--- src/rtl/hpct_pkg.sv ---
// ----------------------------------------------------------------------------
// hpct_pkg
// Shared types and constants for the half-duplex PHY collision tracker.
// ----------------------------------------------------------------------------
package hpct_pkg;

	// Fixed field widths of the channel payloads
	localparam int unsigned ID_FIELD_W = 16;
	localparam int unsigned MODE_W     = 2;

	// Event kinds on the input channel
	typedef enum logic [MODE_W-1:0] {
		MODE_RX_START = 2'd0,
		MODE_RX_END   = 2'd1,
		MODE_TX_START = 2'd2,
		MODE_TX_END   = 2'd3
	} evt_mode_t;

	// Radio state as reported on the result channel
	typedef enum logic [1:0] {
		PHY_IDLE = 2'd0,
		PHY_RX   = 2'd1,
		PHY_TX   = 2'd2
	} phy_state_t;

	// Controller sequencing
	typedef enum logic [1:0] {
		CS_IDLE,
		CS_SCAN,
		CS_DONE
	} ctrl_state_t;

	// One result item
	typedef struct packed {
		phy_state_t              phy_state;
		logic                    deliver;
		logic [ID_FIELD_W-1:0]   delivered_id;
		logic                    carrier_sense_begin;
		logic                    carrier_sense_end;
		logic                    transmit_finished;
		logic                    table_overflow;
		logic                    misuse_error;
	} res_t;

endpackage

--- src/rtl/hpct_if.sv ---
// ----------------------------------------------------------------------------
// hpct_if
// Valid/ready channel interfaces: configuration, event input, result output.
// ----------------------------------------------------------------------------

// Configuration write channel
interface hpct_cfg_if;
	logic valid;
	logic ready;
	logic collisions_enabled;

	modport source (output valid, output collisions_enabled, input ready);
	modport sink (input valid, input collisions_enabled, output ready);
endinterface

// Event input channel
interface hpct_evt_if;
	logic                                 valid;
	logic                                 ready;
	logic [hpct_pkg::MODE_W-1:0]          mode;
	logic [hpct_pkg::ID_FIELD_W-1:0]      reception_id;

	modport source (output valid, output mode, output reception_id, input ready);
	modport sink (input valid, input mode, input reception_id, output ready);
endinterface

// Result output channel
interface hpct_res_if;
	logic                                 valid;
	logic                                 ready;
	logic [1:0]                           phy_state;
	logic                                 deliver;
	logic [hpct_pkg::ID_FIELD_W-1:0]      delivered_id;
	logic                                 carrier_sense_begin;
	logic                                 carrier_sense_end;
	logic                                 transmit_finished;
	logic                                 table_overflow;
	logic                                 misuse_error;

	modport source (output valid, output phy_state, output deliver, output delivered_id,
		output carrier_sense_begin, output carrier_sense_end, output transmit_finished,
		output table_overflow, output misuse_error, input ready);
	modport sink (input valid, input phy_state, input deliver, input delivered_id,
		input carrier_sense_begin, input carrier_sense_end, input transmit_finished,
		input table_overflow, input misuse_error, output ready);
endinterface

--- src/rtl/halfduplex_phy_collision_tracker.sv ---
// ----------------------------------------------------------------------------
// halfduplex_phy_collision_tracker
// Half-duplex radio PHY state and reception table with collision marking.
// ----------------------------------------------------------------------------
// Usage:
//   evt : one item per PHY event (start/finish receive by id, start/finish
//         transmit). Items are taken one at a time; ready is high while the
//         sequencer is free.
//   res : exactly one item per event: new PHY state, delivery of a finished
//         reception, carrier-sense begin/end, transmit done, table overflow
//         and misuse flags.
//   cfg : single-bit collisions_enabled register, write while no item is in
//         flight. Always ready.
// Flow: start/finish transmit and start receive build their result in the
//   sequencer's result register on accept. A finish receive scans the id
//   store one slot per cycle through its registered read port, stopping at
//   the first live slot with the id or after the last slot. The next item is
//   accepted once the result has moved into the output register, so items do
//   not overlap in the sequencer.
// Reset: PHY idle, table empty, collisions_enabled = 1; the id store needs no
//   clearing since only valid slots are compared.
// Stall: a held result stays in the output register; one more finished result
//   waits in the sequencer, which then stops accepting items.
// ----------------------------------------------------------------------------
module halfduplex_phy_collision_tracker #(
	parameter int unsigned MAX_RECEPTIONS = 8,
	parameter int unsigned ID_WIDTH       = 16
) (
	input  logic        clk,
	input  logic        arst_n,
	hpct_cfg_if.sink    cfg,
	hpct_evt_if.sink    evt,
	hpct_res_if.source  res
);

	localparam int unsigned IDX_W = $clog2(MAX_RECEPTIONS);

	logic                      coll_en_q;
	logic                      done_valid;
	hpct_pkg::res_t            done_res;
	logic                      done_ack;
	logic                      res_vld_q;
	hpct_pkg::res_t            res_q;
	logic                      mem_wr_en;
	logic [IDX_W-1:0]          mem_wr_addr;
	logic [ID_WIDTH-1:0]       mem_wr_data;
	logic                      mem_rd_en;
	logic [IDX_W-1:0]          mem_rd_addr;
	logic [ID_WIDTH-1:0]       mem_rd_data;
	logic [MAX_RECEPTIONS-1:0] slot_valid;
	logic [MAX_RECEPTIONS-1:0] slot_corrupt;

	// Configuration register
	assign cfg.ready = 1'b1;
	always_ff @(posedge clk or negedge arst_n) begin
		if (!arst_n) begin
			coll_en_q <= 1'b1;
		end else if (cfg.valid) begin
			coll_en_q <= cfg.collisions_enabled;
		end
	end

	hpct_ctrl #(
		.MAX_RECEPTIONS (MAX_RECEPTIONS),
		.ID_WIDTH       (ID_WIDTH)
	) u_ctrl (
		.clk          (clk),
		.arst_n       (arst_n),
		.coll_en      (coll_en_q),
		.evt_valid    (evt.valid),
		.evt_mode     (evt.mode),
		.evt_id       (evt.reception_id),
		.evt_ready    (evt.ready),
		.done_valid   (done_valid),
		.done_res     (done_res),
		.done_ack     (done_ack),
		.mem_wr_en    (mem_wr_en),
		.mem_wr_addr  (mem_wr_addr),
		.mem_wr_data  (mem_wr_data),
		.mem_rd_en    (mem_rd_en),
		.mem_rd_addr  (mem_rd_addr),
		.mem_rd_data  (mem_rd_data),
		.slot_valid   (slot_valid),
		.slot_corrupt (slot_corrupt)
	);

	hpct_id_mem #(
		.DEPTH (MAX_RECEPTIONS),
		.WIDTH (ID_WIDTH)
	) u_id_mem (
		.clk     (clk),
		.wr_en   (mem_wr_en),
		.wr_addr (mem_wr_addr),
		.wr_data (mem_wr_data),
		.rd_en   (mem_rd_en),
		.rd_addr (mem_rd_addr),
		.rd_data (mem_rd_data)
	);

	// Output register
	assign done_ack = done_valid && (!res_vld_q || res.ready);

	always_ff @(posedge clk or negedge arst_n) begin
		if (!arst_n) begin
			res_vld_q <= 1'b0;
		end else if (done_ack) begin
			res_vld_q <= 1'b1;
		end else if (res.ready) begin
			res_vld_q <= 1'b0;
		end
	end

	always_ff @(posedge clk) begin
		if (done_ack) begin
			res_q <= done_res;
		end
	end

	assign res.valid               = res_vld_q;
	assign res.phy_state           = res_q.phy_state;
	assign res.deliver             = res_q.deliver;
	assign res.delivered_id        = res_q.delivered_id;
	assign res.carrier_sense_begin = res_q.carrier_sense_begin;
	assign res.carrier_sense_end   = res_q.carrier_sense_end;
	assign res.transmit_finished   = res_q.transmit_finished;
	assign res.table_overflow      = res_q.table_overflow;
	assign res.misuse_error        = res_q.misuse_error;

	// Checks
	a_corrupt_in_valid: assert property (@(posedge clk) disable iff (!arst_n)
		(slot_corrupt & ~slot_valid) == '0)
		else $error("corrupted mark on a free slot");

	a_one_at_a_time: assert property (@(posedge clk) disable iff (!arst_n)
		(evt.valid && evt.ready) |=> !evt.ready)
		else $error("second item accepted while one is in work");

	a_done_held: assert property (@(posedge clk) disable iff (!arst_n)
		(done_valid && !done_ack) |=> (done_valid && $stable(done_res)))
		else $error("finished result lost while output stalled");

	a_cs_end_idle: assert property (@(posedge clk) disable iff (!arst_n)
		(res_vld_q && res_q.carrier_sense_end) |-> (res_q.phy_state == hpct_pkg::PHY_IDLE))
		else $error("carrier-sense end without idle state");

endmodule

--- src/rtl/hpct_id_mem.sv ---
// ----------------------------------------------------------------------------
// hpct_id_mem
// Reception id store: one write port, one read port, registered read data.
// ----------------------------------------------------------------------------
module hpct_id_mem #(
	parameter int unsigned DEPTH = 8,
	parameter int unsigned WIDTH = 16
) (
	input  logic                     clk,
	input  logic                     wr_en,
	input  logic [$clog2(DEPTH)-1:0] wr_addr,
	input  logic [WIDTH-1:0]         wr_data,
	input  logic                     rd_en,
	input  logic [$clog2(DEPTH)-1:0] rd_addr,
	output logic [WIDTH-1:0]         rd_data
);

	logic [WIDTH-1:0] mem_q [DEPTH];

	// Write port
	always_ff @(posedge clk) begin
		if (wr_en) begin
			mem_q[wr_addr] <= wr_data;
		end
	end

	// Read port, registered read data
	always_ff @(posedge clk) begin
		if (rd_en) begin
			rd_data <= mem_q[rd_addr];
		end
	end

endmodule

--- src/rtl/hpct_ctrl.sv ---
// ----------------------------------------------------------------------------
// hpct_ctrl
// Event sequencer: slot bookkeeping, id scan through the store, result build.
// ----------------------------------------------------------------------------
module hpct_ctrl #(
	parameter int unsigned MAX_RECEPTIONS = 8,
	parameter int unsigned ID_WIDTH       = 16
) (
	input  logic                                   clk,
	input  logic                                   arst_n,
	input  logic                                   coll_en,
	// event side
	input  logic                                   evt_valid,
	input  logic [hpct_pkg::MODE_W-1:0]            evt_mode,
	input  logic [hpct_pkg::ID_FIELD_W-1:0]        evt_id,
	output logic                                   evt_ready,
	// finished result
	output logic                                   done_valid,
	output hpct_pkg::res_t                         done_res,
	input  logic                                   done_ack,
	// id store
	output logic                                   mem_wr_en,
	output logic [$clog2(MAX_RECEPTIONS)-1:0]      mem_wr_addr,
	output logic [ID_WIDTH-1:0]                    mem_wr_data,
	output logic                                   mem_rd_en,
	output logic [$clog2(MAX_RECEPTIONS)-1:0]      mem_rd_addr,
	input  logic [ID_WIDTH-1:0]                    mem_rd_data,
	// slot status
	output logic [MAX_RECEPTIONS-1:0]              slot_valid,
	output logic [MAX_RECEPTIONS-1:0]              slot_corrupt
);

	localparam int unsigned IDX_W = $clog2(MAX_RECEPTIONS);
	localparam int unsigned CNT_W = IDX_W + 1;
	localparam int unsigned IW    = hpct_pkg::ID_FIELD_W;
	localparam logic [IDX_W-1:0] LAST_IDX = IDX_W'(MAX_RECEPTIONS - 1);
	localparam logic [CNT_W-1:0] N_SLOTS  = CNT_W'(MAX_RECEPTIONS);

	hpct_pkg::ctrl_state_t state_q, state_d;
	hpct_pkg::phy_state_t  phy_q, phy_d;
	logic [MAX_RECEPTIONS-1:0] valid_q, valid_d;
	logic [MAX_RECEPTIONS-1:0] corrupt_q, corrupt_d;
	logic [ID_WIDTH-1:0]       id_q;
	logic [CNT_W-1:0]          scan_q;
	logic                      chk_vld_s1;
	logic [IDX_W-1:0]          chk_idx_s1;
	hpct_pkg::res_t            res_q, res_d;
	logic                      res_load;

	logic                      evt_fire;
	logic [ID_WIDTH-1:0]       id_in;
	logic [IW-1:0]             id_out;
	logic                      free_any;
	logic [IDX_W-1:0]          free_idx;
	logic [MAX_RECEPTIONS-1:0] free_oh;
	logic [MAX_RECEPTIONS-1:0] hit_oh;
	logic                      hit;
	logic                      scan_end;
	logic                      scan_issue;

	assign evt_fire = evt_valid && evt_ready;

	// Id width adaption between the 16-bit field and the stored id
	if (ID_WIDTH <= IW) begin : g_id_narrow
		assign id_in  = evt_id[ID_WIDTH-1:0];
		assign id_out = IW'(id_q);
	end else begin : g_id_wide
		assign id_in  = ID_WIDTH'(evt_id);
		assign id_out = id_q[IW-1:0];
	end

	// Lowest free slot
	always_comb begin
		free_any = 1'b0;
		free_idx = '0;
		for (int i = MAX_RECEPTIONS - 1; i >= 0; i--) begin
			if (!valid_q[i]) begin
				free_any = 1'b1;
				free_idx = IDX_W'(i);
			end
		end
	end
	assign free_oh = {{(MAX_RECEPTIONS-1){1'b0}}, 1'b1} << free_idx;

	// Compare of the id read back against the searched id
	assign hit_oh     = {{(MAX_RECEPTIONS-1){1'b0}}, 1'b1} << chk_idx_s1;
	assign hit        = chk_vld_s1 && valid_q[chk_idx_s1] && (mem_rd_data == id_q);
	assign scan_end   = (state_q == hpct_pkg::CS_SCAN) && chk_vld_s1
		&& (hit || (chk_idx_s1 == LAST_IDX));
	assign scan_issue = (state_q == hpct_pkg::CS_SCAN) && !scan_end && (scan_q < N_SLOTS);

	// Store access
	assign mem_rd_en   = scan_issue;
	assign mem_rd_addr = scan_q[IDX_W-1:0];
	assign mem_wr_addr = free_idx;
	assign mem_wr_data = id_in;

	// Slot update and result build
	always_comb begin
		valid_d   = valid_q;
		corrupt_d = corrupt_q;
		phy_d     = phy_q;
		res_d     = res_q;
		res_load  = 1'b0;
		mem_wr_en = 1'b0;
		if (evt_fire) begin
			res_d = '0;
			case (hpct_pkg::evt_mode_t'(evt_mode))
				hpct_pkg::MODE_RX_START: begin
					res_load = 1'b1;
					if (!free_any) begin
						res_d.table_overflow = 1'b1;
					end else begin
						mem_wr_en = 1'b1;
						valid_d   = valid_q | free_oh;
						corrupt_d = corrupt_q & ~free_oh;
						if (coll_en && ((|valid_q) || (phy_q == hpct_pkg::PHY_TX))) begin
							corrupt_d = valid_d;
						end
						if (phy_q == hpct_pkg::PHY_IDLE) begin
							phy_d = hpct_pkg::PHY_RX;
							res_d.carrier_sense_begin = 1'b1;
						end
					end
				end
				hpct_pkg::MODE_TX_START: begin
					res_load = 1'b1;
					if (phy_q == hpct_pkg::PHY_TX) begin
						res_d.misuse_error = 1'b1;
					end else begin
						phy_d = hpct_pkg::PHY_TX;
						if (coll_en) begin
							corrupt_d = valid_q;
						end
					end
				end
				hpct_pkg::MODE_TX_END: begin
					res_load = 1'b1;
					phy_d = (|valid_q) ? hpct_pkg::PHY_RX : hpct_pkg::PHY_IDLE;
					res_d.transmit_finished = 1'b1;
				end
				default: begin
					// finish receive: resolved after the scan
				end
			endcase
			res_d.phy_state = phy_d;
		end else if (scan_end) begin
			res_d    = '0;
			res_load = 1'b1;
			if (hit) begin
				valid_d   = valid_q & ~hit_oh;
				corrupt_d = corrupt_q & ~hit_oh;
				if (!coll_en || !corrupt_q[chk_idx_s1]) begin
					res_d.deliver      = 1'b1;
					res_d.delivered_id = id_out;
				end
			end
			if ((valid_d == '0) && (phy_q == hpct_pkg::PHY_RX)) begin
				phy_d = hpct_pkg::PHY_IDLE;
				res_d.carrier_sense_end = 1'b1;
			end
			res_d.phy_state = phy_d;
		end
	end

	// Next state
	always_comb begin
		state_d = state_q;
		unique case (state_q)
			hpct_pkg::CS_IDLE: begin
				if (evt_fire) begin
					state_d = (hpct_pkg::evt_mode_t'(evt_mode) == hpct_pkg::MODE_RX_END)
						? hpct_pkg::CS_SCAN : hpct_pkg::CS_DONE;
				end
			end
			hpct_pkg::CS_SCAN: begin
				if (scan_end) begin
					state_d = hpct_pkg::CS_DONE;
				end
			end
			hpct_pkg::CS_DONE: begin
				if (done_ack) begin
					state_d = hpct_pkg::CS_IDLE;
				end
			end
			default: state_d = hpct_pkg::CS_IDLE;
		endcase
	end

	// Handshake outputs
	always_comb begin
		evt_ready  = (state_q == hpct_pkg::CS_IDLE);
		done_valid = (state_q == hpct_pkg::CS_DONE);
	end

	// Control and slot state
	always_ff @(posedge clk or negedge arst_n) begin
		if (!arst_n) begin
			state_q    <= hpct_pkg::CS_IDLE;
			phy_q      <= hpct_pkg::PHY_IDLE;
			valid_q    <= '0;
			corrupt_q  <= '0;
			scan_q     <= '0;
			chk_vld_s1 <= 1'b0;
		end else begin
			state_q   <= state_d;
			phy_q     <= phy_d;
			valid_q   <= valid_d;
			corrupt_q <= corrupt_d;
			if (evt_fire) begin
				scan_q     <= '0;
				chk_vld_s1 <= 1'b0;
			end else if (scan_issue) begin
				scan_q     <= scan_q + CNT_W'(1);
				chk_vld_s1 <= 1'b1;
			end else begin
				chk_vld_s1 <= 1'b0;
			end
		end
	end

	// Payload registers
	always_ff @(posedge clk) begin
		if (evt_fire) begin
			id_q <= id_in;
		end
		if (scan_issue) begin
			chk_idx_s1 <= scan_q[IDX_W-1:0];
		end
		if (res_load) begin
			res_q <= res_d;
		end
	end

	assign done_res     = res_q;
	assign slot_valid   = valid_q;
	assign slot_corrupt = corrupt_q;

endmodule

--- src/flat_wrapper.sv ---
// flat-port wrapper written by rule: the top's interface ports become plain ports
module halfduplex_phy_collision_tracker_flat 
#(
	parameter int unsigned MAX_RECEPTIONS = 8,
	parameter int unsigned ID_WIDTH       = 16
)
  (clk, arst_n, cfg_valid, cfg_collisions_enabled, cfg_ready, evt_valid, evt_mode, evt_reception_id, evt_ready, res_valid, res_phy_state, res_deliver, res_delivered_id, res_carrier_sense_begin, res_carrier_sense_end, res_transmit_finished, res_table_overflow, res_misuse_error, res_ready);
  hpct_cfg_if cfg_i ();
  hpct_evt_if evt_i ();
  hpct_res_if res_i ();
  input  logic clk;
  input  logic arst_n;
  input wire logic [$bits(cfg_i.valid)-1:0] cfg_valid;
  input wire logic [$bits(cfg_i.collisions_enabled)-1:0] cfg_collisions_enabled;
  output wire logic [$bits(cfg_i.ready)-1:0] cfg_ready;
  input wire logic [$bits(evt_i.valid)-1:0] evt_valid;
  input wire logic [$bits(evt_i.mode)-1:0] evt_mode;
  input wire logic [$bits(evt_i.reception_id)-1:0] evt_reception_id;
  output wire logic [$bits(evt_i.ready)-1:0] evt_ready;
  output wire logic [$bits(res_i.valid)-1:0] res_valid;
  output wire logic [$bits(res_i.phy_state)-1:0] res_phy_state;
  output wire logic [$bits(res_i.deliver)-1:0] res_deliver;
  output wire logic [$bits(res_i.delivered_id)-1:0] res_delivered_id;
  output wire logic [$bits(res_i.carrier_sense_begin)-1:0] res_carrier_sense_begin;
  output wire logic [$bits(res_i.carrier_sense_end)-1:0] res_carrier_sense_end;
  output wire logic [$bits(res_i.transmit_finished)-1:0] res_transmit_finished;
  output wire logic [$bits(res_i.table_overflow)-1:0] res_table_overflow;
  output wire logic [$bits(res_i.misuse_error)-1:0] res_misuse_error;
  input wire logic [$bits(res_i.ready)-1:0] res_ready;
  assign cfg_i.valid = cfg_valid;
  assign cfg_i.collisions_enabled = cfg_collisions_enabled;
  assign cfg_ready = cfg_i.ready;
  assign evt_i.valid = evt_valid;
  assign evt_i.mode = evt_mode;
  assign evt_i.reception_id = evt_reception_id;
  assign evt_ready = evt_i.ready;
  assign res_valid = res_i.valid;
  assign res_phy_state = res_i.phy_state;
  assign res_deliver = res_i.deliver;
  assign res_delivered_id = res_i.delivered_id;
  assign res_carrier_sense_begin = res_i.carrier_sense_begin;
  assign res_carrier_sense_end = res_i.carrier_sense_end;
  assign res_transmit_finished = res_i.transmit_finished;
  assign res_table_overflow = res_i.table_overflow;
  assign res_misuse_error = res_i.misuse_error;
  assign res_i.ready = res_ready;
  halfduplex_phy_collision_tracker #(.MAX_RECEPTIONS(MAX_RECEPTIONS), .ID_WIDTH(ID_WIDTH)) u_core (.clk(clk), .arst_n(arst_n), .cfg(cfg_i), .evt(evt_i), .res(res_i));
endmodule
--- config.mk ---
export PLATFORM = sky130hd
export DESIGN_NAME = halfduplex_phy_collision_tracker_flat
export DESIGN_NICKNAME = d
export VERILOG_FILES = /design/src/rtl/hpct_pkg.sv /design/src/rtl/hpct_if.sv /design/src/rtl/halfduplex_phy_collision_tracker.sv /design/src/rtl/hpct_id_mem.sv /design/src/rtl/hpct_ctrl.sv /design/src/flat_wrapper.sv
export SDC_FILE = /design/constraint.sdc
export NUM_CORES = 1
export LEC_CHECK = 0
export ABC_AREA = 1
export BUFFER_PORTS_ARGS = -buffer_cell sky130_fd_sc_hd__buf_2
export CAP_MARGIN = 25
export CELL_PAD_IN_SITES_DETAIL_PLACEMENT = 1
export CELL_PAD_IN_SITES_GLOBAL_PLACEMENT = 1
export CORE_MARGIN = 2
export CORE_UTILIZATION = 40
export DETAILED_ROUTE_END_ITERATION = 8
export HOLD_SLACK_MARGIN = 0.03
export PLACE_DENSITY_LB_ADDON = 0.1
export SYNTH_ARGS = -nofsm -noshare
export SYNTH_HDL_FRONTEND = slang
export SYNTH_SLANG_ARGS = --single-unit
export TNS_END_PERCENT = 50
--- constraint.sdc ---
create_clock -name clk -period 9.55 [get_ports clk]
set_input_delay 1.91 -clock clk [delete_from_list [all_inputs] [get_ports clk]]
set_output_delay 1.91 -clock clk [all_outputs]
set_load 0.01 [all_outputs]
Word level (Yosys, flattened, before mapping)
Memories as Yosys holds them, arrays and structs flattened. A register that Yosys moved wholly into a read port is not among the register bits.
Cells that the tools add are included.
Word-level totals
  output and inout bits: 27
  RAM bits: 128
  logic and storage cells: 163
  flip-flop bits (word level): 94
  input port bits: 24
  memories: 1
Memories
  u_core.u_id_mem.mem_q: depth 8, bits a word 16, rd ports 1, clocked after memory_dff 1, wr ports 1, RTL line hpct_id_mem.sv:18  | logic [WIDTH-1:0] mem_q [DEPTH];
Operators by class
  reductions and logical operators: 32
  bitwise operators: 6
  magnitude comparators: 2
  $add $sub $neg: 1
  equal/unequal tests: 18
  mux-type cells: 75
  shift-type cells: 2
Operators by type and width (number)
  2-to-1 mux 8 bit: 14
  2-to-1 mux 24 bit: 2
  2-to-1 mux 17 bit: 2
  2-to-1 mux 1 bit: 32
  bitwise AND 8 bit: 3
  2-to-1 mux 3 bit: 8
  2-to-1 mux 2 bit: 10
  == test 16 bit: 1
  NOT 8 bit: 2
  one-hot mux 8 bit (2 select lines): 1
  left shift 1 x 3 -> 8 bit (first input constant): 2
  one-hot mux 2 bit (3 select lines): 2
  logical AND 1 bit: 10
  == test 2 bit (second input constant): 4
  zero test 8 bit: 1
  2-to-1 mux 4 bit: 2
  OR 8 bit: 1
  nonzero test 2 bit: 4
  OR reduction 8 bit: 1
  binary-select mux 1 bit (select 3 bit): 2
  == test 2 x 1 -> 1 bit (second input constant): 3
  zero test 2 bit: 3
  inequality test 2 x 1 -> 1 bit (second input constant): 3
  inequality test 3 bit (second input constant): 2
  other kinds (13): 21

Longest topological paths before layout
Gate-level depths: netlist of run 1.
  depth after elaboration: 15
  gate-level depth with buffers: 17
  gate-level depth less buffers: 17

By module
A second synthesis of run 1 with hierarchy kept.
Second synthesis, totals
  cell total of the unflattened synthesis: 1104
  area, all modules: 10795.4 µm²
Modules (own cells, without submodules)
  hpct_id_mem: sequential area each 4324.1 µm², times used 1, cells an instance 587, area each 6149.6 µm²
  hpct_ctrl: sequential area each 1916.8 µm², times used 1, cells an instance 481, area each 3826.2 µm²
  halfduplex_phy_collision_tracker: sequential area each 772.0 µm², times used 1, cells an instance 36, area each 819.5 µm²

Least setup slack after synthesis of run 1
No wires, ideal clock.
  path type: input -> register
  from: input port evt_valid
  to: memory u_core.u_id_mem.mem_q[0][0] (enable)
  setup time: 0.430 ns
  path buffers: 1
  data required time: 9.120 ns
  slack: 4.989 ns
  cell stages on the path: 5
  data arrival time: 4.131 ns
  path through: nand2_1 > buf_2 > nor2_1 > nand2_1 > nor4_1
On the way
  cells in the longest elaborated chain, start to end: 4
Ends and longest elaborated chain
  start: declaration: RTL line flat_wrapper.sv:16  | input wire logic [$bits(evt_i.valid)-1:0] evt_valid;
  logical AND 1 bit: RTL line hpct_ctrl.sv:61  | assign evt_fire = evt_valid && evt_ready;
  2-to-1 mux 1 bit: RTL line hpct_ctrl.sv:106  | if (evt_fire) begin
  2-to-1 mux 1 bit: RTL line hpct_id_mem.sv:22  | if (wr_en) begin
  2-to-1 mux 1 bit (implied by the code): RTL line hpct_id_mem.sv:23  | mem_q[wr_addr] <= wr_data;
  end: declaration: RTL line hpct_id_mem.sv:18
Every way passes these cells.

Worst setup path after layout of run 1
  from: input port evt_valid
  to: memory u_core.u_id_mem.mem_q[4][11] (enable)
Same word-level chain as after synthesis.

==> summary.md, run 1 <==
| Metric | Value |
|---|---|
| Status | `finished, final reports clean` |
| Clock Sinks | `238` |
| Share of layout cells above drive strength 1 | `0.129` |
| Logic pwr share | `0.236` |
| Commonest non-fill, non-tap cell in the layout | `edfxtp_1` |
| Pin count of the biggest net entering global routing | `70` |
| Yosys reg bits | `238` |
| Clock transition at the registers of the reported paths | `0.06 ns` |
| Fraction of power consumed by the clock network | `0.321` |
| Cell area after layout | `0.0117 mm^2` |
| Dpl cell area | `0.0108 mm^2` |
| Slew Limit Fails | `0` |
| Yosys warning total | `0` |
| WL final | `25100 um` |
| Place WS | `5.19 ns` |
| Die Span Y | `163 um` |
| Finish-stage setup viols | `0` |
| Seq. cell area | `0.00701 mm^2` |
| Hold violation count in the final report | `0` |
| Unique cell type count in the Yosys netlist | `43` |
| Synth Area in XOR/XNOR | `0.00345` |
| Seq/Total Area, Yosys | `0.691` |
| Max Clock Freq | `0.262 GHz` |
| Iteration-0 DRC Markers | `510` |
| Int Pwr | `0.00219 W` |
| Core Area | `0.0250 mm^2` |
| Synth Area in Adders | `0.00123` |
| MaxCap Viol Count | `0` |
| Crit Path Category | `primary input to flip-flop` |
| R2R setup slack | `6.53 ns` |
| Worst Path Max Fanout | `20` |
| Vias per cell | `5.14` |
| GRT overflow | `0` |
| Slew at the pin with the worst max-slew slack | `0.965 ns` |
| Crit share post-route | `0.400` |
| RSZ-0062 raised after global routing | `false` |
| Diode count | `0` |
| Number of global-route vias before repair | `7044` |
| Total I/O pin count | `51` |
| Setup WS post-layout | `5.73 ns` |
| Slew HR | `0.356` |
| Post-synthesis mux area share | `0` |
| Final Non-Filler Cells | `1334` |
| Tightest Hold Check Type | `flip-flop to flip-flop` |
| Die area | `0.0267 mm^2` |
| Syn-to-layout area delta | `15.0%` |
| Starting Density | `0.405` |
| Root Buffer Master | `clkbuf_16` |
| PostCTS Resize Cnt | `0` |
| Leakage power | `4.45 nW` |
| Reg power frac | `0.443` |
| Hold-fix buffers, CTS | `0` |
| CTS Buf Count | `27` |
| Combined area of the multi-input logic cells | `0.00268 mm^2` |
| Post-DP HPWL | `17600 um` |
| Largest family of logic cells by synthesized area | `simple AND/OR/NAND/NOR gates` |
| Maximum vdd ir drop | `0.183 mV` |
| Gate Count Post-Synth | `935` |
| Placed insts | `1284` |
| Psw | `0.00102 W` |
| Critical Path RT | `9.68 ns` |
| Vias | `6863` |
| Critical path endpoint category | `flip-flop` |
| Switching Fraction | `0.317` |
| WL/cell | `18.8 um` |
| Nets | `1009` |
| Pre-Repair DR Iteration Count | `4` |
| Most frequent cells in the layout | `211 x edfxtp_1, 193 x nor2_1, 145 x nand2_1` |
| Max Buffers Root-to-Sink | `3` |
| Routed Antenna Nets | `0` |
| Final min period | `3.82 ns` |
| RD Place Congestion | `0.856` |
| Syn Nets | `960` |
| # H-tree levels | `1` |
| Post-synthesis compound-gate area fraction | `0.0953` |
| Cell Area, Synth | `0.0102 mm^2` |
| # rows | `58` |
| Post-route DRC | `0` |
| Port Buffers | `49` |
| Later-pin clock latency in the skew report | `0.52 ns` |
| Total global-route track usage | `0.191` |
| Post-CTS setup buffers | `0` |
| CTS tree | `done` |
| Fillers | `2736` |
| Startpoint types | `primary input` |
| Syn avg cell area | `10.9 um^2` |
| Setup Skew | `0.0133 ns` |
| CP arrival | `3.96 ns` |
| First-pass GRT wire length | `39500 um` |
| P per Cell Area | `274 mW/mm^2` |
| DIE WIDTH | `163 um` |
| Setup TNS | `0 ns` |
| Antenna violations before repair | `0` |
| Simple-gate area share of the yosys netlist | `0.161` |
==> path summary, 6_finish.rpt <==
check / cells after the start / end / start
max: 5 / u_core.u_id_mem.mem_q[4][11]$_DFFE_PP_ / evt_valid
min in group asynchronous: 1 / u_core.u_ctrl.phy_q[1]$_DFFE_PN0P_ / arst_n
max reg2reg: 13 / u_core.u_ctrl.done_res[14]$_SDFFCE_PP0P_ / u_core.u_ctrl.slot_valid[0]$_DFFE_PN0P_
min reg2reg: 0 / u_core.res.delivered_id[15]$_DFFE_PP_ / u_core.u_ctrl.done_res[20]$_SDFFCE_PP0P_
min: 0 / u_core.res.delivered_id[15]$_DFFE_PP_ / u_core.u_ctrl.done_res[20]$_SDFFCE_PP0P_
max in group asynchronous: 1 / u_core.u_ctrl.scan_q[0]$_DFFE_PN0P_ / arst_n
==> stage by stage <==
stage | utilization | total power (W) | hold slack, ns
5_1_grt | 0.466 | 0.00338 | 0.423
3_3_place_gp | 0.428 | 0.00216 | 0.401
2_1_floorplan | - | 0.00192 | 0.400
3_5_place_dp | 0.430 | 0.00220 | 0.406
6_report | 0.466 | 0.00320 | 0.418
4_1_cts | 0.466 | 0.00323 | 0.420
==> worst max-delay path, stage by stage <==
cell and delay [ns]:
buf_2 0.08, nand2_1 0.47, nor2_1 0.31, nand2_1 0.35
nor2_2 0.81
==> synth_stat cells (all sizes together) <==
cell     count  area [um^2]
o21a         1         7.51
o31ai        1         7.51
inv         79          299
o2111ai      1         8.76
nor2       205          777
nand3       39          205
buf         11         77.6
ha           1         12.5
conb         1         3.75
clkbuf      28          105
a31oi       23          144
a22oi        1         7.51
nand2      148          563
a21oi       17          108
o32ai        5         43.8
a221oi       1         8.76
nor4         1         6.26
dfrtp       26          651
o21bai       1         11.3
clkinv       2         7.51
nor3         5         41.3
dfstp        1         26.3
nand4        4         25.0
xnor2        4         35.0
o21ai       92          464
o211ai       5         37.5
and2         2         12.5
edfxtp     211         6340
o22ai       19          119
==> sequential cells by signal, summed over array words and instances (netlist names), 2 cells and up <==
register,flops
u_core.u_ctrl.slot_valid,8
u_core.u_ctrl.scan_q,4
u_core.res.delivered_id,16
u_core.u_ctrl.slot_corrupt,8
u_core.u_ctrl.phy_q,2
u_core.u_ctrl.chk_idx_s1,3
u_core.u_ctrl.done_res,24
u_core.u_ctrl.state_q,2
u_core.u_id_mem.rd_data,16
u_core.res.phy_state,2
u_core.u_ctrl.id_out,16
u_core.u_id_mem.mem_q,128
==> power by group through the flow <==
stage                     logic [W]  clock network (W)  registers [W]
after floorplan            0.000496                  0        0.00142
after global placement     0.000727                  0        0.00144
after detailed placement   0.000756                  0        0.00144
after CTS                  0.000758            0.00105        0.00142
after global routing       0.000855            0.00109        0.00144
final                      0.000757            0.00103        0.00142
==> cell type report <==
type                       count  share of cell area
timing repair buffer          59              0.0315
sequential                   238               0.601
clock buffer                  35              0.0639
clock inverter                14              0.0130
inverter                      81              0.0263
multi-input combinational    577               0.229
tap                          330              0.0354
==> logic make-up after synthesis <==
kind of cell    after synthesis
compound gates              167
xor+xnor                      4
flops                       238
buf+inv                     120
fa+ha+maj                     1
simple gates                404
other cells                   1
==> layer usage <==
layer	share of wire	vias to the layer above	routed length, um	track usage
met2	0.43	136	10900	0.292
met4	0.018	0	439	0.0438
li1	-	3322	-	-
met3	0.041	30	1020	0.0234
met5	0	-	0	0
met1	0.51	3375	12700	0.293
(Power assumes the default switching activity.)
==> run 2: changes to the inputs <==
Clock period 9.55 ns to 3.2 ns, I/O delays scaled along.
==> summary.md, run 2 (same netlist as run 1, synthesis figures left out) <==
| Metric | Value |
|---|---|
| Starting Density | `0.405 (unchanged)` |
| Commonest non-fill, non-tap cell in the layout | `edfxtp_1` |
| Psw | `0.00312 W (+210%)` |
| WL final | `26900 um (+7.5%)` |
| Final min period | `2.62 ns` |
| RSZ-0062 raised after global routing | `false` |
| Fillers | `2717 (-0.69%)` |
| Leakage power | `4.48 nW (+0.65%)` |
| Vias per cell | `5.18 (+0.60%)` |
| Total global-route track usage | `0.208 (+0.0163)` |
| Worst Path Max Fanout | `15 (-25%)` |
| Root Buffer Master | `clkbuf_16` |
| First-pass GRT wire length | `41800 um (+6.0%)` |
| Reg power frac | `0.448 (+0.005)` |
| GRT overflow | `0 (unchanged)` |
| Int Pwr | `0.00636 W (+190%)` |
| Post-route DRC | `0 (unchanged)` |
| CTS tree | `done` |
| Critical path endpoint category | `flip-flop` |
| Worst reg-to-reg path cell count | `5 (-8)` |
| R2r startpoint | `u_core.u_ctrl.slot_valid[1]$_DFFE_PN0P_` |
| Switching Fraction | `0.329 (+0.0117)` |
| Hold-fix buffers, CTS | `0 (unchanged)` |
| Logic pwr share | `0.241 (+0.005)` |
| CP cell instances | `nand2_1 -> a31oi_1 -> nand3_1 -> nor2_2 -> buf_12` |
| Clock transition at the registers of the reported paths | `0.06 ns (about the same)` |
| Post-DP HPWL | `17500 um (-0.40%)` |
| Routed Antenna Nets | `0 (unchanged)` |
| Core Area | `0.0250 mm^2 (unchanged)` |
| RD Place Congestion | `0.894 (+4.5%)` |
| Crit Path Category | `flip-flop to flip-flop` |
| Diode count | `0 (unchanged)` |
| Worst R2R End | `u_core.u_id_mem.mem_q[6][3]$_DFFE_PP_` |
| Number of global-route vias before repair | `7210 (+2.4%)` |
| Most flops, register | `u_core.u_id_mem.mem_q` |
| Vias | `6966 (+1.5%)` |
| WL/cell | `20.0 um (+6.6%)` |
| Post-CTS setup buffers | `0 (unchanged)` |
| # rows | `58 (unchanged)` |
| Place WS | `0.639 ns (-4.55 ns)` |
| Total I/O pin count | `51 (unchanged)` |
| Pre-Repair DR Iteration Count | `5 (+1)` |
| Later-pin clock latency in the skew report | `0.54 ns (+0.02 ns)` |
| DIE WIDTH | `163 um (unchanged)` |
| Clock Sinks | `238 (unchanged)` |
| Hold violation count in the final report | `0 (unchanged)` |
| Setup TNS | `0 ns (unchanged)` |
| Slowest stage delay, CP | `0.64 ns (-0.17 ns)` |
| Maximum vdd ir drop | `0.449 mV (+140%)` |
| Startpoint types | `flip-flop` |
| Pin count of the biggest net entering global routing | `69 (-1.4%)` |
| Critical Path RT | `3.44 ns (-6.24 ns)` |
| MaxCap Viol Count | `0 (unchanged)` |
| Slew at the pin with the worst max-slew slack | `0.786 ns (-0.179 ns)` |
| Power Total | `0.00948 W (+200%)` |
| CTS Buf Count | `27 (unchanged)` |
| Share of layout cells above drive strength 1 | `0.139 (+0.00930)` |
| Status | `finished, final reports clean` |
| Syn-to-layout area delta | `15.2%` |
| # H-tree levels | `1 (unchanged)` |
| Max FFs per register | `128 (unchanged)` |
| Setup Skew | `0.00886 ns (-0.00443 ns)` |
| Most frequent cells in the layout | `211 x edfxtp_1, 193 x nor2_1, 145 x nand2_1` |
| Antenna violations before repair | `1 (+1)` |
| Slew HR | `0.473 (+0.117)` |
| Die Span Y | `163 um (unchanged)` |
| Setup WS post-layout | `0.577 ns (-5.15 ns)` |
| P per Cell Area | `810 mW/mm^2 (+200%)` |
| Tightest Hold Check Type | `primary input to async pin` |
| Port Buffers | `49 (unchanged)` |
| Fraction of power consumed by the clock network | `0.312 (-0.009)` |
| Slew Limit Fails | `0 (unchanged)` |
| Iteration-0 DRC Markers | `405 (-21%)` |
| Smallest hold slack | `0.146 ns (-0.272 ns)` |
| PostCTS Resize Cnt | `0 (unchanged)` |
| Finish-stage setup viols | `0 (unchanged)` |
| Max Buffers Root-to-Sink | `3 (unchanged)` |
| Nets | `1022 (+1.3%)` |
| CP arrival | `2.87 ns (-1.09 ns)` |
| Crit share post-route | `0.820` |
| Max Clock Freq | `0.381 GHz` |
| Die area | `0.0267 mm^2 (unchanged)` |
| Crit path max-delay cell type | `dfrtp_1` |
| R2R setup slack | `0.58 ns (-5.95 ns)` |
run 2: changes by cell type in the layout (fill, tap and decap cells not counted), moves of 2 or more:
cell / change
clkbuf_1: -2
buf_12: +2
buf_16: -2
clkinv_2: +2
buf_4: +14
clkinv_1: +3
clkbuf_8: -4
clkinv_4: +2
run 2: critical path: cells and delay by family, from the launching register on:
kind,cells,cell delay [ns]
AOI/OAI and AO/OA,1,0.61
DFF,1,0.64
and+or+nand+nor,3,0.84
buffers and inverters,1,0.23
run 2: final cells by class:
class                      count  area [um^2]  area share
clock inverter                19          153      0.0130
timing repair buffer          72          443      0.0379
multi-input combinational    577         2690       0.230
clock buffer                  29          683      0.0584
tap                          330          413      0.0353
inverter                      81          307      0.0262
sequential                   238         7010       0.600
run 2: stage by stage:
step                cells  utilization  area, um^2
CTS                  1346        0.467       11700
global route         1346        0.467       11700
detailed placement   1298        0.434       10900
finish               1346        0.467       11700
floorplan             935            -       10200
global placement     1298        0.434       10900
run 2: metal layers:
layer | share of wire | GRT usage | vias up
li1 | - | - | 3342
met2 | 0.45 | 0.328 | 133
met5 | 0.00048 | 0 | -
met4 | 0.027 | 0.0640 | 2
met3 | 0.044 | 0.0348 | 44
met1 | 0.48 | 0.295 | 3445
run 2: how the worst max path moves through the flow:
stage / start / endpoint / slack (ns) / cells past startpoint
final: u_core.u_ctrl.slot_valid[1]$_DFFE_PN0P_ / u_core.u_id_mem.mem_q[6][3]$_DFFE_PP_ / 0.58 / 5
after global routing: u_core.u_ctrl.slot_valid[0]$_DFFE_PN0P_ / u_core.u_ctrl.done_res[17]$_SDFFCE_PP0P_ / 0.36 / 13
after CTS: u_core.u_ctrl.slot_valid[0]$_DFFE_PN0P_ / u_core.u_ctrl.done_res[17]$_SDFFCE_PP0P_ / 0.60 / 13
after detailed placement: u_core.u_ctrl.slot_valid[0]$_DFFE_PN0P_ / u_core.u_ctrl.done_res[14]$_SDFFCE_PP0P_ / 0.64 / 13
after global placement: u_core.u_ctrl.slot_valid[0]$_DFFE_PN0P_ / u_core.u_ctrl.done_res[14]$_SDFFCE_PP0P_ / 0.60 / 13
after floorplan: u_core.u_ctrl.chk_idx_s1[0]$_DFFE_PP_ / u_core.u_ctrl.done_res[0]$_SDFFCE_PN0P_ / 0.29 / 14
run 2: power groups by stage:
stage / Sequential (W) / Clock [W] / Combinational [W]
3_5_place_dp: 0.00430 / 0 / 0.00229
3_3_place_gp: 0.00429 / 0 / 0.00226
5_1_grt: 0.00429 / 0.00313 / 0.00258
4_1_cts: 0.00425 / 0.00302 / 0.00231
2_1_floorplan: 0.00425 / 0 / 0.00148
6_report: 0.00424 / 0.00295 / 0.00228
==> run 3: changes to the inputs <==
Clock period 3.2 ns to 2.3 ns, I/O delays scaled along.
==> summary.md, run 3 (same netlist as run 1, synthesis figures left out) <==
| Metric | Value |
|---|---|
| Status | `complete, but fails checks` |
| Failing checks | `setup timing` |
| Antenna violations before repair | `0 (-1)` |
| Vias per cell | `5.11 (-1.2%)` |
| Nets | `1088 (+6.5%)` |
| First-pass GRT wire length | `41400 um (-1.0%)` |
| Crit path max-delay cell type | `edfxtp_1` |
| Clock transition at the registers of the reported paths | `0.06 ns (about the same)` |
| Total I/O pin count | `51 (unchanged)` |
| R2r startpoint | `u_core.u_ctrl.id_out[14]$_DFFE_PP_` |
| Buf/Inv on CP | `4 (+3)` |
| Most flops, register | `u_core.u_id_mem.mem_q` |
| Worst Path Max Fanout | `5 (-10)` |
| R2R setup slack | `-0.02 ns (-0.60 ns)` |
| Share of layout cells above drive strength 1 | `0.218 (+0.0793)` |
| Critical Path RT | `2.56 ns (-0.88 ns)` |
| Slew at the pin with the worst max-slew slack | `0.721 ns (-0.0653 ns)` |
| Fillers | `2672 (-1.7%)` |
| Die Span Y | `163 um (unchanged)` |
| Critical path endpoint category | `flip-flop` |
| Cell family with most CP delay | `simple AND/OR/NAND/NOR gates` |
| GRT overflow | `0 (unchanged)` |
| Starting Density | `0.405 (unchanged)` |
| P per Cell Area | `1120 mW/mm^2 (+38%)` |
| Setup WS post-layout | `-0.0240 ns (-0.601 ns)` |
| Worst reg-to-reg path cell count | `15 (+10)` |
| Slew HR | `0.519 (+0.0459)` |
| RSZ-0062 raised after global routing | `true` |
| Pre-Repair DR Iteration Count | `4 (-1)` |
| Vias | `7222 (+3.7%)` |
| Setup TNS | `-0.227 ns (-0.227 ns)` |
| Max Buffers Root-to-Sink | `3 (unchanged)` |
| Most frequent cells in the layout | `211 x edfxtp_1, 188 x nor2_1, 135 x nand2_1` |
| Diode count | `0 (unchanged)` |
| Die area | `0.0267 mm^2 (unchanged)` |
| Syn-to-layout area delta | `24.1%` |
| Finish-stage setup viols | `15 (+15)` |
| Core Area | `0.0250 mm^2 (unchanged)` |
| WL/cell | `19.4 um (-3.3%)` |
| MaxCap Viol Count | `0 (unchanged)` |
| Final min period | `2.32 ns (-0.299 ns)` |
| WL final | `27300 um (+1.5%)` |
| Maximum vdd ir drop | `0.675 mV (+50%)` |
| CP arrival | `2.58 ns (-0.29 ns)` |
| Smallest hold slack | `0.0923 ns (-0.0538 ns)` |
| Worst R2R End | `u_core.u_ctrl.done_res[16]$_SDFFCE_PP0P_` |
| Iteration-0 DRC Markers | `530 (+31%)` |
| Routed Antenna Nets | `0 (unchanged)` |
| RD Place Congestion | `0.856 (-4.2%)` |
| DIE WIDTH | `163 um (unchanged)` |
| Port Buffers | `49 (unchanged)` |
| Place WS | `-0.0485 ns (-0.688 ns)` |
| Setup crit end | `u_core.u_ctrl.done_res[16]$_SDFFCE_PP0P_` |
| Later-pin clock latency in the skew report | `0.54 ns (about the same)` |
| Slowest stage delay, CP | `0.40 ns (-0.24 ns)` |
| Number of global-route vias before repair | `7193 (-0.24%)` |
| Max Clock Freq | `0.430 GHz (+13%)` |
| Pin count of the biggest net entering global routing | `49 (-29%)` |
| WP depth | `15 (+10)` |
| Crit Path Category | `flip-flop to flip-flop` |
| # rows | `58 (unchanged)` |
| Total global-route track usage | `0.205 (-0.00312)` |
| Commonest non-fill, non-tap cell in the layout | `edfxtp_1` |
| Hold violation count in the final report | `0 (unchanged)` |
| Setup Skew | `0.0181 ns (+0.00925 ns)` |
| Critical Path Most Common Cell | `nand2_1` |
| Root Buffer Master | `clkbuf_16` |
| Tightest Hold Check Type | `primary input to flip-flop` |
| Post-route DRC | `0 (unchanged)` |
| # H-tree levels | `1 (unchanged)` |
| Startpoint types | `flip-flop` |
| Clock Sinks | `238 (unchanged)` |
| CTS Buf Count | `27 (unchanged)` |
| Seq. cell area | `0.00702 mm^2 (about the same)` |
| Leakage power | `4.88 nW (+8.9%)` |
| Slew Limit Fails | `0 (unchanged)` |
| CP cell instances | `inv_1 -> nand2_1 -> nand2_1 -> nand3_1 -> nor2_2 -> nand2_1 -> nor2_2 -> nand2_1 -> nand2_2 -> buf_6 -> nand3_4 -> nand2_2 -> inv_2 -> nor2_4 -> clkbuf_16` |
| Post-DP HPWL | `18300 um (+4.4%)` |
| Crit share post-route | `1.01 (+0.191)` |
| Max FFs per register | `128 (unchanged)` |
| Combined area of the multi-input logic cells | `0.00282 mm^2 (+5.1%)` |
| CP startpoint | `u_core.u_ctrl.id_out[14]$_DFFE_PP_` |
| CTS tree | `done` |
[run 3: changes by cell type in the layout (fill, tap and decap cells not counted), sizes merged]
cell	previous run	this run
inv	80	82
buf	72	136
bufinv	2	3
clkinv	17	11
dlygate4sd3	0	1
clkbuf	29	33
[run 3: power breakdown]
group | switching (W) | internal, W
clock network | 0.00174 | 0.00250
registers | 0.000356 | 0.00552
logic | 0.00249 | 0.00149
total | 0.00459 | 0.00951
[run 3: how the worst min path moves through the flow]
stage | from | to | depth (start not counted)
3_5_place_dp | u_core.u_ctrl.done_res[21]$_SDFFCE_PP0P_ | u_core.res.deliver$_DFFE_PP_ | 0
4_1_cts | cfg_valid | u_core.coll_en_q$_DFFE_PN1P_ | 2
2_1_floorplan | arst_n | u_core.res.valid$_DFFE_PN0P_ | 0
5_1_grt | cfg_valid | u_core.coll_en_q$_DFFE_PN1P_ | 2
6_report | cfg_valid | u_core.coll_en_q$_DFFE_PN1P_ | 2
3_3_place_gp | u_core.u_ctrl.done_res[3]$_SDFFCE_PP0P_ | u_core.res.carrier_sense_end$_DFFE_PP_ | 0
[run 3: routing by layer]
layer	vias to the layer above	global-route usage	wire [um]
li1	3477	-	-
met1	3546	0.288	12600
met2	158	0.330	13100
met3	41	0.0300	1120
met4	0	0.0595	534
met5	-	0	0
[run 3: layout make-up]
| class | instances | area share |
|---|---|---|
| flip-flops and latches | 238 | 0.557 |
| inverters | 81 | 0.0243 |
| repair buffers | 138 | 0.0930 |
| multi-input cells | 577 | 0.224 |
| well taps | 330 | 0.0328 |
| clock inverters | 16 | 0.0139 |
| clock buffers | 32 | 0.0551 |
[run 3: timing repair]
item	in CTS	in global routing
hold buffers	1	0
cloned	0	2
gates resized for setup	1	44
pin swaps	1	20
setup buffers	3	12
hold endpoints to repair	26	0
setup endpoints to repair	43	141
[run 3: metrics by stage]
step / utilization / instance area (um^2) / instances / power (W)
final: 0.503 / 12600 / 1412 / 0.0141
after global routing: 0.503 / 12600 / 1412 / 0.0148
after CTS: 0.491 / 12300 / 1398 / 0.0139
after detailed placement: 0.455 / 11400 / 1346 / 0.00961
after global placement: 0.455 / 11400 / 1346 / 0.00952
after floorplan: - / 10200 / 935 / 0.00799
